File: src/rtl/bm_pkg.sv
`default_nettype none
package bm_pkg;

	localparam int DEF_MAX_PATTERN = 64;
	localparam int DEF_MAX_TEXT    = 4096;
	localparam int DEF_SYMBOLS     = 256;
	localparam int POS_W           = 12;
	localparam int COUNT_W         = 19;

	typedef struct packed {
		logic       kind;    // 0 = pattern byte, 1 = text byte
		logic [7:0] symbol;
		logic       last;
	} in_item_t;

	typedef struct packed {
		logic               found;
		logic [POS_W-1:0]   position;
		logic [COUNT_W-1:0] comparisons;
	} out_item_t;

	typedef enum logic [4:0] {
		OP_LOAD,
		OP_BS_CLR,
		OP_BS_RD,
		OP_BS_WR,
		OP_SUF_CLR,
		OP_GS_INIT,
		OP_GS_RD,
		OP_GS_CMP,
		OP_P2_RD0,
		OP_P2_LD,
		OP_P2_RD,
		OP_P2_WR,
		OP_SR_START,
		OP_SR_CHK,
		OP_SR_RD,
		OP_SR_CMP,
		OP_SR_SH1,
		OP_SR_SH2,
		OP_SR_SH3,
		OP_EMIT
	} op_t;

	typedef struct packed {
		op_t  op;
		logic clr_idx;   // zero the index counter
	} cmd_t;

	typedef struct packed {
		logic pdone;
		logic bs_clr_last;
		logic fill_end_now;
		logic fill_end_next;
		logic i_eq_m;
		logic i_eq_1;
		logic gs_mism;
		logic end_ge_n;
		logic sr_eq;
		logic k_last;
		logic out_free;
	} status_t;

endpackage
`default_nettype wire

File: src/rtl/bm_ctrl.sv
`default_nettype none
module bm_ctrl (
	input  logic             clk,
	input  logic             arst_n,
	input  logic             in_fire,
	input  bm_pkg::in_item_t in_item,
	input  bm_pkg::status_t  status,
	output bm_pkg::cmd_t     cmd,
	output logic             idle
);
	import bm_pkg::*;

	typedef enum logic [19:0] {
		S_IDLE     = 20'h00001,
		S_BS_CLR   = 20'h00002,
		S_BS_RD    = 20'h00004,
		S_BS_WR    = 20'h00008,
		S_SUF_CLR  = 20'h00010,
		S_GS_INIT  = 20'h00020,
		S_GS_RD    = 20'h00040,
		S_GS_CMP   = 20'h00080,
		S_P2_RD0   = 20'h00100,
		S_P2_LD    = 20'h00200,
		S_P2_RD    = 20'h00400,
		S_P2_WR    = 20'h00800,
		S_SR_START = 20'h01000,
		S_SR_CHK   = 20'h02000,
		S_SR_RD    = 20'h04000,
		S_SR_CMP   = 20'h08000,
		S_SR_SH1   = 20'h10000,
		S_SR_SH2   = 20'h20000,
		S_SR_SH3   = 20'h40000,
		S_DONE     = 20'h80000
	} state_t;

	state_t state_q, state_d;

	always_comb begin
		state_d     = state_q;
		cmd.op      = OP_LOAD;
		cmd.clr_idx = 1'b0;
		unique case (state_q)
			S_IDLE: begin
				cmd.op = OP_LOAD;
				if (in_fire && in_item.last) begin
					if (!in_item.kind)
						state_d = S_BS_CLR;
					else if (status.pdone)
						state_d = S_SR_START;
				end
			end
			S_BS_CLR: begin
				cmd.op = OP_BS_CLR;
				if (status.bs_clr_last)
					state_d = status.fill_end_now ? S_SUF_CLR : S_BS_RD;
			end
			S_BS_RD: begin
				cmd.op  = OP_BS_RD;
				state_d = S_BS_WR;
			end
			S_BS_WR: begin
				cmd.op = OP_BS_WR;
				if (status.fill_end_next) begin
					cmd.clr_idx = 1'b1;
					state_d     = S_SUF_CLR;
				end else begin
					state_d = S_BS_RD;
				end
			end
			S_SUF_CLR: begin
				cmd.op = OP_SUF_CLR;
				if (status.i_eq_m)
					state_d = S_GS_INIT;
			end
			S_GS_INIT: begin
				cmd.op  = OP_GS_INIT;
				state_d = S_GS_RD;
			end
			S_GS_RD: begin
				cmd.op  = OP_GS_RD;
				state_d = S_GS_CMP;
			end
			S_GS_CMP: begin
				cmd.op  = OP_GS_CMP;
				state_d = (!status.gs_mism && status.i_eq_1) ? S_P2_RD0 : S_GS_RD;
			end
			S_P2_RD0: begin
				cmd.op  = OP_P2_RD0;
				state_d = S_P2_LD;
			end
			S_P2_LD: begin
				cmd.op  = OP_P2_LD;
				state_d = S_P2_RD;
			end
			S_P2_RD: begin
				cmd.op  = OP_P2_RD;
				state_d = S_P2_WR;
			end
			S_P2_WR: begin
				cmd.op  = OP_P2_WR;
				state_d = status.i_eq_m ? S_IDLE : S_P2_RD;
			end
			S_SR_START: begin
				cmd.op  = OP_SR_START;
				state_d = S_SR_CHK;
			end
			S_SR_CHK: begin
				cmd.op  = OP_SR_CHK;
				state_d = status.end_ge_n ? S_DONE : S_SR_RD;
			end
			S_SR_RD: begin
				cmd.op  = OP_SR_RD;
				state_d = S_SR_CMP;
			end
			S_SR_CMP: begin
				cmd.op = OP_SR_CMP;
				if (!status.sr_eq)
					state_d = S_SR_SH1;
				else if (status.k_last)
					state_d = S_DONE;
				else
					state_d = S_SR_RD;
			end
			S_SR_SH1: begin
				cmd.op  = OP_SR_SH1;
				state_d = S_SR_SH2;
			end
			S_SR_SH2: begin
				cmd.op  = OP_SR_SH2;
				state_d = S_SR_SH3;
			end
			S_SR_SH3: begin
				cmd.op  = OP_SR_SH3;
				state_d = S_SR_CHK;
			end
			S_DONE: begin
				cmd.op = OP_EMIT;
				if (status.out_free)
					state_d = S_IDLE;
			end
			default: state_d = S_IDLE;
		endcase
	end

	always_ff @(posedge clk or negedge arst_n) begin
		if (!arst_n)
			state_q <= S_IDLE;
		else
			state_q <= state_d;
	end

	assign idle = (state_q == S_IDLE);

endmodule
`default_nettype wire

File: config.mk
export PLATFORM = sky130hd
export DESIGN_NAME = bm_ctrl
export DESIGN_NICKNAME = d
export VERILOG_FILES = /design/src/rtl/bm_pkg.sv /design/src/rtl/bm_ctrl.sv
export SDC_FILE = /design/constraint.sdc
export NUM_CORES = 1
export LEC_CHECK = 0
export BUFFER_PORTS_ARGS = -buffer_cell sky130_fd_sc_hd__clkbuf_2
export CAP_MARGIN = 15
export CORE_UTILIZATION = 30
export DETAILED_ROUTE_END_ITERATION = 7
export HOLD_SLACK_MARGIN = 0.02
export PLACE_DENSITY = 0.55
export SLEW_MARGIN = 20
export SYNTH_ARGS = -nofsm -noshare
export SYNTH_HDL_FRONTEND = slang
export SYNTH_SLANG_ARGS = --single-unit
File: constraint.sdc
create_clock -name clk -period 3 [get_ports clk]
set_input_delay 0.6 -clock clk [delete_from_list [all_inputs] [get_ports clk]]
set_output_delay 0.6 -clock clk [all_outputs]
set_load 0.05 [all_outputs]
Yosys cells after proc, flatten, opt, wreduce, memory -nomap -nowiden
Cells that the tools add are included.
{"block": "word_totals", "inputBits": 24, "regBits": 20, "output_inout_bits": 7, "elab_cells": 48}
{"block": "classes", "muxes": 17, "reduce_logical": 5, "n_eq_ne": 25}
{"cell": "$pmux W20 S19", "n": 1}
{"cell": "$mux W20", "n": 9}
{"cell": "$pmux W5 S19", "n": 1}
{"cell": "$eq A20 B1 Y1 const B", "n": 1}
{"cell": "$eq A20 B10 Y1 const B", "n": 1}
{"cell": "$eq A20 B11 Y1 const B", "n": 1}
{"cell": "$eq A20 B12 Y1 const B", "n": 1}
{"cell": "$eq A20 B13 Y1 const B", "n": 1}
{"cell": "$eq A20 B14 Y1 const B", "n": 1}
{"cell": "$eq A20 B15 Y1 const B", "n": 1}
{"cell": "$eq A20 B16 Y1 const B", "n": 1}
{"cell": "$eq A20 B17 Y1 const B", "n": 1}
{"cell": "$eq A20 B18 Y1 const B", "n": 1}
{"cell": "$eq A20 B19 Y1 const B", "n": 1}
{"cell": "$eq A20 B2 Y1 const B", "n": 1}
{"cell": "$eq A20 B20 Y1 const B", "n": 1}
{"cell": "$eq A20 B3 Y1 const B", "n": 1}
{"cell": "$eq A20 B4 Y1 const B", "n": 1}
{"cell": "$eq A20 B5 Y1 const B", "n": 1}
{"cell": "$eq A20 B6 Y1 const B", "n": 1}
{"cell": "$eq A20 B7 Y1 const B", "n": 1}
{"cell": "$eq A20 B8 Y1 const B", "n": 1}
{"cell": "$eq A20 B9 Y1 const B", "n": 1}
{"cell": "$mux W11", "n": 1}
{"cell": "other kinds (10)", "n": 15}

Logic depth before layout (Yosys ltp)
Gate-level depths: netlist (run 1).
{"block": "depth", "depth_word": 4, "mapped_depth": 7, "depth_no_buf": 5}

Worst setup path after synthesis (run 1)
Ideal clock, no wire load.
{"block": "synth_timing", "kind": "reg2out", "start": "register state_q[9]", "end": "output port cmd[5] in the netlist's numbering", "path_stages_with_launch": 5, "t_arrival_ps": 2395, "t_required_ps": 2400, "slack_ps": 5, "n_path_buf": 1, "path_cell_list": "dfrtp_1 > or4_1 > buf_6 > or4_4 > a21oi_1"}
{"item": "start: declaration", "line": "bm_ctrl.sv:36", "source": "state_t state_q, state_d;"}
{"item": "start signal: assignment", "line": "bm_ctrl.sv:149", "source": "state_q <= state_d;"}
{"item": "end: declaration", "line": "bm_ctrl.sv:8", "source": "output bm_pkg::cmd_t cmd,"}

==> summary.txt, run 1 <==
Status
  • Status: finished with violations
  • Failing checks: setup timing

Synthesis
  • Net count of the mapped netlist: 170
  • Post-Syn Area: 1470 µm²
  • Synth top area share: 32.3%
  • Main synth FF type: dfrtp_1
  • Seq/Total Area, Yosys: 34.0%
  • Post-synth EDFFs: 0
  • Yosys top cell by area: dfrtp_1
  • Number of synthesized register bits: 20
  • Area contributors post-synth: dfrtp_1 (32%), nor4_4 (7.2%), nor4b_1 (5.9%), and4b_1 (4.1%), nor2_1 (3.1%)
  • Most common cell in the netlist: dfrtp_1
  • Top cells by count, synth: dfrtp_1 (19), nor2_1 (12), nor4b_1 (10), nand2_1 (7), nand3_1 (7)
  • Synth unique cells: 44
  • Post-Syn Area per Cell: 10.1 µm²
  • Post-synth ARST share: 100%
  • Post-Synthesis Cells: 146
  • Yosys warns: 0

Layout
  • Layout area overhead: 33.3%
  • Ant diodes: 0
  • Top flop regs: state_q (20)
  • Non-filler cells, final: 263
  • Post-route design area: 1960 µm²
  • Layout cells sized above 1: 38.8%
  • Number of flip-flops in the largest register: 20
  • Layout Nets: 221
  • Reg with most FFs: state_q

Clocking
  • Clock sinks: 20
  • CTS root buf: clkbuf_8
  • CTS buffer count: 3
  • H-Tree Depth: 1
  • CTS Hold Buffers Added: 0
  • Clock Pin Slew Worst Setup and Hold Paths: 0.08 ns
  • Worst skew pair latency: 0.27 ns
  • CTS tree: built
  • Bufs on Longest Clock Path: 2

Place
  • Placed cells: 236
  • PortBufs: 22
  • Post-DP Area: 1700 µm²
  • Setup WS pre-CTS: 0.149 ns
  • Gp weighted congestion: 0.816
  • HPWL Detailed: 2850 µm

Die
  • DIE AREA: 5200 µm²
  • Die Ht: 72.1 µm
  • Starting Density: 31.2%
  • Die Span X: 72.1 µm
  • Area of the core: 4720 µm²
  • Row Count: 25
  • Io pins: 31

Global route
  • Vias in the first global route: 1341
  • First-pass GRT wire length: 6210 µm
  • Grt total ovfl: 0
  • Gr usage total: 15.5%
  • Largest net degree at the start of global routing: 21
  • Initial antenna violation count: 0

Critical path
  • Worst Path Arrival: 2.44 ns
  • Kind of critical path: reg2out
  • Critical path fanouts, max: 5
  • Critical Path Source Type: register
  • Worst R2R Path Depth: 7
  • Data required, critical path: 2.40 ns
  • Worst setup EP type: primary output

Pwr
  • Total power: 1.10 mW
  • Peak supply drop: 0.000251 V
  • Lkg Pwr: 0.954 nW
  • Pwr dens: 558 nW/µm²

Detailed routing
  • DR iter-0 viols: 46
  • DR vias: 1385
  • Vias per cell: 5.27
  • Drt wl/cell: 14.9 µm
  • Residual DRC: 0
  • Final antenna-violating net count: 0
  • Drt pass-1 iters: 4
  • DRT Wirelength: 3930 µm

STA
  • Max Slew Vio Count: 0
  • Setup TNS Final: -0.0416 ns
  • Setup WS post-layout: -0.0416 ns
  • RSZ-0062 raised after global routing: true
  • Worst-Margin Slew: 0.717 ns
  • Slew margin rel.: 51.5%
  • Final count of hold timing violations: 0
  • Clock Skew: 0.00410 ns
  • Min Tclk post-route: 3.04 ns
  • Final setup vio count: 1
  • Final worst path period share: 101%
  • Fmax achieved: 329 MHz

Hold path
  • Hold Path Class: in2async

Flow run
  • Max-Cap Viols: 0
==> worst max-delay path, stage by stage (launching register included) <==
cell      delay (ns)
dfrtp_1         0.43
or4_4           0.63
or4_4           0.57
o2bb2a_4        0.23
nand4_1         0.16
buf_12          0.16
==> layout make-up <==
type / instances / area (µm²)
fillers: 456 / 2760
multi-input cells: 114 / 893
flip-flops and latches: 20 / 503
repair buffers: 54 / 414
well taps: 67 / 83.8
clock buffers: 4 / 55.1
inverters: 4 / 15.0
==> logic make-up (layout without fill, tap and decap cells) <==
group,Yosys count,after routing,synth area share (%)
AO/OA/AOI/OAI,25,25,14.0
XOR/XNOR,6,6,3.57
buffers and inverters,12,62,6.54
AND/OR/NAND/NOR,83,83,41.9
flip-flops,20,20,34.0
==> power breakdown <==
| part | switching, mW | internal, mW |
|---|---|---|
| clock network | 0.0996 | 0.117 |
| logic | 0.289 | 0.280 |
| registers | 0.0227 | 0.288 |
| total | 0.412 | 0.685 |
==> repair_timing <==
item | 4_1_cts | 5_1_grt
pin swaps | 8 | 10
setup endpoints to repair | 6 | 6
setup buffers | 16 | 9
resized for setup | 6 | 4
==> layer usage <==
layer | share of wire [%] | vias up | GRT usage [%] | wire length (µm)
met5 | 0 | - | 0 | 0
met4 | 3.7 | 0 | 7.63 | 145
met3 | 3.5 | 13 | 1.67 | 138
met2 | 48 | 32 | 27.3 | 1880
met1 | 45 | 659 | 18.6 | 1770
li1 | - | 681 | - | -
==> path summary, 6_finish.rpt <==
| path | end | startpoint | slack, ns |
|---|---|---|---|
| setup / recovery | cmd[1] | state_q[12] | -0.04 |
| hold / removal | state_q[9] | arst_n | 0.30 |
| setup reg to reg | state_q[0] | state_q[5] | 0.75 |
| hold reg to reg | state_q[0] | state_q[0] | 0.65 |
| max in group asynchronous | state_q[16] | arst_n | 2.30 |
| min in group clk | state_q[16] | status[2] | 0.50 |
==> per-stage QoR <==
step,util [%],hold slack [ns]
after floorplan,-,0.304
after global placement,36.0,0.598
after detailed placement,36.0,0.609
after global routing,41.6,0.343
after CTS,40.4,0.319
final,41.6,0.299
==> placed cells by master (no fill, tap or decap), types with 2 or more instances in the layout <==
cell	netlist	final
buf_4	3	30
dfrtp_1	19	18
clkbuf_2	0	17
nor2_1	12	12
nor4b_1	10	10
nand2_1	7	7
nand3_1	7	7
or4_4	3	6
and4b_1	6	6
nor4_4	5	5
and2_1	5	5
nor2b_1	5	5
xor2_1	4	4
a22o_1	4	4
nor3_1	4	4
a22oi_1	4	4
nand4_1	4	4
inv_1	4	4
clkbuf_8	0	4
buf_12	1	4
a211o_1	3	3
and3_1	3	3
xnor2_1	2	2
a32o_1	2	2
nor4_1	3	2
a21oi_1	2	2
No activity file was read; power rests on OpenSTA's default activity.
==> inputs of run 2 (changes only) <==
--- a/config.mk
+++ b/config.mk
@@ -6,4 +6,5 @@
 export NUM_CORES = 1
 export LEC_CHECK = 0
+export ABC_CLOCK_PERIOD_IN_PS = 3000
 export BUFFER_PORTS_ARGS = -buffer_cell sky130_fd_sc_hd__clkbuf_2
 export CAP_MARGIN = 15
@@ -12,4 +13,5 @@
 export HOLD_SLACK_MARGIN = 0.02
 export PLACE_DENSITY = 0.55
+export RECOVER_POWER = 100
 export SLEW_MARGIN = 20
 export SYNTH_ARGS = -nofsm -noshare
==> constraint.sdc (replaced) <==
create_clock -name clk -period 3 [get_ports clk]
set_input_delay 0.75 -clock clk [delete_from_list [all_inputs] [get_ports clk]]
set_output_delay 0.75 -clock clk [all_outputs]
set_load 0.05 [all_outputs]
==> summary.txt, run 2 (synthesized netlist as in run 1, its figures left out) <==
STA
  • Clock Skew: 0.00433 ns (+0.000236 ns)
  • RSZ-0062 raised after global routing: true
  • Max Slew Vio Count: 0 (unchanged)
  • Final count of hold timing violations: 0 (unchanged)
  • Final setup vio count: 4 (+3)
  • Slew margin rel.: 21.5% (-30 points)
  • Setup WS post-layout: -0.122 ns (-0.0807 ns)
  • Fmax achieved: 320 MHz (-2.6%)
  • Min Tclk post-route: 3.12 ns (+0.0807 ns)
  • Worst-Margin Slew: 1.18 ns (+0.460 ns)
  • Final worst path period share: 104% (+2.7 points)

Detailed routing
  • Drt wl/cell: 14.9 µm (-0.45%)
  • Residual DRC: 0 (unchanged)
  • DR iter-0 viols: 58 (+26%)
  • Final antenna-violating net count: 0 (unchanged)
  • DR vias: 1417 (+2.3%)
  • Vias per cell: 5.19 (-1.4%)
  • DRT Wirelength: 4060 µm (+3.3%)
  • Drt pass-1 iters: 4 (unchanged)

Global route
  • Initial antenna violation count: 0 (unchanged)
  • Largest net degree at the start of global routing: 21 (unchanged)
  • Vias in the first global route: 1363 (+1.6%)
  • First-pass GRT wire length: 6420 µm (+3.4%)
  • Gr usage total: 16.0% (+0.58 points)
  • Grt total ovfl: 0 (unchanged)

Layout
  • Number of flip-flops in the largest register: 20 (unchanged)
  • Most common cell after layout, fill and taps aside: buf_4
  • Non-filler cells, final: 273 (+3.8%)
  • Layout area overhead: 41.7%
  • Most frequent cells in the layout: buf_4 (36), dfrtp_1 (18), clkbuf_2 (14)
  • Layout Nets: 231 (+4.5%)
  • Reg with most FFs: state_q
  • Top flop regs: state_q (20)
  • Ant diodes: 0 (unchanged)
  • Layout cells sized above 1: 42.2% (+3.5 points)

Clocking
  • Clock sinks: 20 (unchanged)
  • CTS buffer count: 3 (unchanged)
  • CTS tree: built
  • Worst skew pair latency: 0.26 ns (about the same)
  • Bufs on Longest Clock Path: 2 (unchanged)
  • CTS root buf: clkbuf_8
  • Clock Pin Slew Worst Setup and Hold Paths: 0.08 ns (about the same)
  • CTS Hold Buffers Added: 0 (unchanged)
  • H-Tree Depth: 1 (unchanged)

Critical path
  • Worst setup EP type: primary output
  • Worst Path Buf+Inv: 1 (unchanged)
  • Data required, critical path: 2.25 ns (-0.15 ns)
  • CP delay by family, top: simple AND/OR/NAND/NOR gates
  • Worst Path Arrival: 2.37 ns (-0.07 ns)
  • Slowest stage delay, CP: 0.59 ns (-0.04 ns)
  • Critical path fanouts, max: 6 (+1)
  • Critical Path Source Type: register
  • Slowest CP cell: or4_4
  • Kind of critical path: reg2out
  • Crit-path cells: or4_4, nor4_4, a32o_1, nor4_2, nand4b_1, buf_12

Die
  • Starting Density: 31.2% (unchanged)
  • Area of the core: 4720 µm² (unchanged)
  • Die Ht: 72.1 µm (unchanged)
  • Row Count: 25 (unchanged)
  • Die Span X: 72.1 µm (unchanged)
  • Io pins: 31 (unchanged)
  • DIE AREA: 5200 µm² (unchanged)

Pwr
  • Total power: 1.13 mW (+3.1%)
  • Lkg Pwr: 1.01 nW (+6.0%)
  • Peak supply drop: 0.000371 V (+48%)
  • Pwr dens: 541 nW/µm² (-3.0%)

Place
  • PortBufs: 22 (unchanged)
  • HPWL Detailed: 3010 µm (+5.9%)
  • Placed cells: 251 (+6.4%)
  • Gp weighted congestion: 0.819 (+0.32%)

Hold path
  • Hold Path Class: reg2reg

Status
  • Status: finished with violations
  • Failing checks: setup timing

Flow run
  • Max-Cap Viols: 0 (unchanged)
==> run 2: worst paths after layout <==
path,end,cells after the start,slack [ns],startpoint
min in group asynchronous,state_q[11],1,0.70,arst_n
hold reg to reg,state_q[0],2,0.64,state_q[0]
hold / removal,state_q[0],2,0.64,state_q[0]
max in group asynchronous,state_q[17],1,1.51,arst_n
setup reg to reg,state_q[0],10,0.60,state_q[15]
setup / recovery,cmd[2],6,-0.12,state_q[17]
==> run 2: layer usage <==
metal  wire length, µm  track usage, %
met5                 0               0
met1              1870            20.7
met4                63            7.19
met3                96            2.08
met2              2030            26.8
==> run 2: power by group <==
group          leakage, nW  internal [mW]  switching, mW
Sequential           0.274          0.288         0.0209
Combinational        0.715          0.325          0.307
Clock               0.0228         0.0947         0.0954
Total                 1.01          0.707          0.423
==> run 2: metrics by stage <==
| step | utilization [%] | setup WS (ns) | cell area [µm²] | hold WS [ns] | setup TNS [ns] |
|---|---|---|---|---|---|
| 2_1_floorplan | - | -0.00000244 | 1480 | 0.454 | -0.00000244 |
| 3_3_place_gp | 38.1 | 0.0609 | 1800 | 0.604 | 0 |
| 3_5_place_dp | 38.1 | 0.0337 | 1800 | 0.623 | 0 |
| 4_1_cts | 42.8 | -0.166 | 2020 | 0.472 | -0.501 |
| 5_1_grt | 44.2 | -0.216 | 2090 | 0.666 | -0.645 |
| 6_report | 44.2 | -0.122 | 2090 | 0.636 | -0.259 |
==> run 2: worst reg2reg max path, cell delays in order (launching register included) <==
cell	delay (ns)
dfrtp_1	0.39
or4_4	0.58
buf_6	0.15
nor4_4	0.30
buf_4	0.18
buf_6	0.09
buf_4	0.09
buf_4	0.11
nand3_1	0.10
and4_1	0.21
a21oi_2	0.13
==> run 2: what timing repair did <==
action,4_1_cts,5_1_grt
cloned,0,0
setup endpoints to repair,7,7
pin swaps,12,7
resized for setup,16,13
buffers inserted,13,6
==> run 2: layout make-up <==
cell class                 instances  area, µm²
multi-input combinational        114        910
timing repair buffer              64        532
inverter                           4       15.0
sequential                        20        503
fill                             443       2640
tap                               67       83.8
clock buffer                       4       45.0
==> inputs of run 3 (changes only) <==
ABC_AREA = 1   (was not set)
CELL_PAD_IN_SITES_DETAIL_PLACEMENT = 1   (was not set)
CELL_PAD_IN_SITES_GLOBAL_PLACEMENT = 1   (was not set)
PLACE_DENSITY = 0.7   (was 0.55)
==> summary.txt, run 3 <==
Critical path
  • Critical Path Source Type: register
  • Kind of critical path: reg2out
  • FF-to-FF setup slack: 1.25 ns (+0.65 ns)
  • Data required, critical path: 2.25 ns (about the same)
  • Reg-to-reg endpoint: state_q[0]
  • Worst setup EP type: primary output
  • Critical path fanouts, max: 10 (+4)
  • R2r startpoint: state_q[0]
  • Worst R2R Path Depth: 11 (+1)
  • Worst Path Arrival: 2.01 ns (-0.36 ns)

Layout
  • Top flop regs: state_q (20)
  • Layout Nets: 250 (+8.2%)
  • Most common cell after layout, fill and taps aside: nand2_1
  • Ant diodes: 0 (unchanged)
  • FILL cells: 595 (+34%)
  • Number of flip-flops in the largest register: 20 (unchanged)
  • Most frequent cells in the layout: nand2_1 (36), inv_1 (34), nor2_1 (30)
  • Final core occ: 36.5% (-7.7 points)
  • Layout cells sized above 1: 21.8% (-20 points)
  • Reg with most FFs: state_q
  • FF/Latch Area: 502 µm² (-0.25%)
  • Layout area overhead: 13.3%
  • Footprint of the multi-input gates: 776 µm² (-15%)

STA
  • Max Slew Vio Count: 0 (unchanged)
  • Min Tclk post-route: 2.76 ns (-0.367 ns)
  • Slew margin rel.: 25.9% (+4.4 points)
  • Setup TNS Final: 0 ns (+0.259 ns)
  • Final setup vio count: 0 (-4)
  • Final count of hold timing violations: 0 (unchanged)
  • Final worst path period share: 91.8% (-12 points)
  • Hold slack: 0.551 ns (-0.0854 ns)
  • Clock Skew: 0.00265 ns (-0.00168 ns)
  • Fmax achieved: 363 MHz (+13%)
  • Setup WS post-layout: 0.245 ns (+0.367 ns)
  • RSZ-0062 raised after global routing: false
  • Worst-Margin Slew: 1.11 ns (-0.0653 ns)

Place
  • Setup WS pre-CTS: 0.576 ns (+0.542 ns)
  • PortBufs: 22 (unchanged)
  • HPWL Detailed: 2970 µm (-1.3%)
  • Gp weighted congestion: 0.745 (-9.1%)

Clocking
  • CTS buffer count: 3 (unchanged)
  • H-Tree Depth: 1 (unchanged)
  • CTS root buf: clkbuf_8
  • # Post-CTS Setup Buffers: 0 (-13)
  • Clock sinks: 20 (unchanged)
  • Bufs on Longest Clock Path: 2 (unchanged)
  • CTS tree: built
  • Post_cts resized: 0 (-16)
  • CTS Hold Buffers Added: 0 (unchanged)
  • Worst skew pair latency: 0.26 ns (about the same)
  • Clock Pin Slew Worst Setup and Hold Paths: 0.08 ns (about the same)

Detailed routing
  • Drt wl/cell: 12.7 µm (-14%)
  • DR iter-0 viols: 42 (-28%)
  • Vias per cell: 4.81 (-7.4%)
  • Residual DRC: 2 (+2)
  • Drt pass-1 iters: 6 (+2)
  • Final antenna-violating net count: 0 (unchanged)
  • DR vias: 1332 (-6.0%)
  • DRT Wirelength: 3520 µm (-13%)

Die
  • Area of the core: 4470 µm² (-5.3%)
  • Starting Density: 32.2% (+1.0 points)
  • Die Ht: 71.3 µm (-1.0%)
  • Row Count: 24 (-4.0%)
  • DIE AREA: 5090 µm² (-2.1%)
  • Io pins: 31 (unchanged)
  • Die Span X: 71.3 µm (-1.0%)

Pwr
  • Lkg Pwr: 0.950 nW (-6.1%)
  • Peak supply drop: 0.000478 V (+29%)
  • Pwr dens: 647 nW/µm² (+20%)
  • Total power: 1.06 mW (-6.4%)

Synthesis
  • Post-Syn Area per Cell: 7.25 µm² (-28%)
  • Yosys top cell by area: dfrtp_1
  • Net count of the mapped netlist: 223 (+31%)
  • Area contributors post-synth: dfrtp_1 (33%), nand2_1 (8.8%), inv_1 (8.3%), nand3_1 (8.0%), nor2_1 (6.8%)
  • Seq/Total Area, Yosys: 34.8% (+0.74 points)
  • Top cells by count, synth: nand2_1 (34), inv_1 (32), nor2_1 (26), nand3_1 (23), dfrtp_1 (19)
  • Most common cell in the netlist: nand2_1
  • Post-synth ARST share: 100% (unchanged)
  • Post-Syn Area: 1440 µm² (-2.1%)
  • Post-synth EDFFs: 0 (unchanged)
  • Synth unique cells: 23 (-48%)
  • Number of synthesized register bits: 20 (unchanged)
  • Synth top area share: 33.0% (+0.70 points)
  • Main synth FF type: dfrtp_1
  • Post-Synthesis Cells: 199 (+36%)
  • Yosys warns: 0 (unchanged)

Global route
  • Initial antenna violation count: 0 (unchanged)
  • Vias in the first global route: 1421 (+4.3%)
  • First-pass GRT wire length: 6340 µm (-1.3%)
  • Largest net degree at the start of global routing: 21 (unchanged)
  • Gr usage total: 15.9% (-0.11 points)
  • Grt total ovfl: 0 (unchanged)

Hold path
  • Hold Crit Endpoint: state_q[0]
  • Worst Min Path Start: state_q[0]
  • Hold Path Class: reg2reg
  • Worst hold stages: 2 (unchanged)

Status
  • Failing checks: DRC
  • Status: finished with violations

Flow run
  • Max-Cap Viols: 0 (unchanged)
## run 3: final cells by class
cell class                 count  area share (%)
timing repair buffer          22            6.51
multi-input combinational    142            47.5
clock buffer                   4            2.76
sequential                    20            30.7
inverter                      37            8.58
tap                           52            3.98
## run 3: worst max-delay path by stage
stage | startpoint | endpoint | slack [ns] | depth (start not counted)
3_5_place_dp | state_q[0] | cmd[1] | 0.58 | 8
2_1_floorplan | state_q[11] | cmd[0] | 0.65 | 5
5_1_grt | state_q[0] | cmd[2] | 0.08 | 8
4_1_cts | state_q[0] | cmd[2] | 0.28 | 8
3_3_place_gp | state_q[0] | cmd[2] | 0.56 | 8
6_report | state_q[4] | cmd[1] | 0.24 | 8
## run 3: power breakdown
| part | internal (mW) | leakage, nW | switching, mW | total, mW |
|---|---|---|---|---|
| Sequential | 0.296 | 0.275 | 0.0171 | 0.313 |
| Clock | 0.0946 | 0.0228 | 0.0958 | 0.190 |
| Combinational | 0.159 | 0.652 | 0.395 | 0.554 |
## run 3: cells by family (layout without fill, tap and decap cells)
group                  Yosys count  count (layout)  share of synthesized area (%)
buffers and inverters           37              63                           9.71
AND/OR/NAND/NOR                132             132                           51.5
AO/OA/AOI/OAI                   10              10                           3.99
flip-flops                      20              20                           34.8
## run 3: worst max-delay path, stage by stage, from the launching register on
cell and delay, ns:
dfrtp_1 0.39, nor2_2 0.14, nand2_1 0.21, nor2_8 0.25
nand3_1 0.20, nand2_1 0.14, nor3_1 0.06, nand4_1 0.09
clkbuf_2 0.28
## run 3: per-stage QoR
stage | std cells | cell area (µm²)
floorplan | 199 | 1440
global placement | 273 | 1620
detailed placement | 273 | 1620
CTS | 277 | 1660
global route | 277 | 1630
finish | 277 | 1630
## run 3: metal layers
metal / vias to the layer above / GRT usage (%) / part of all wire (%)
met4: 0 / 4.67 / 0.77
li1: 693 / - / -
met5: - / 0 / 0
met3: 2 / 1.69 / 2.0
met2: 18 / 27.7 / 49
met1: 619 / 20.9 / 48
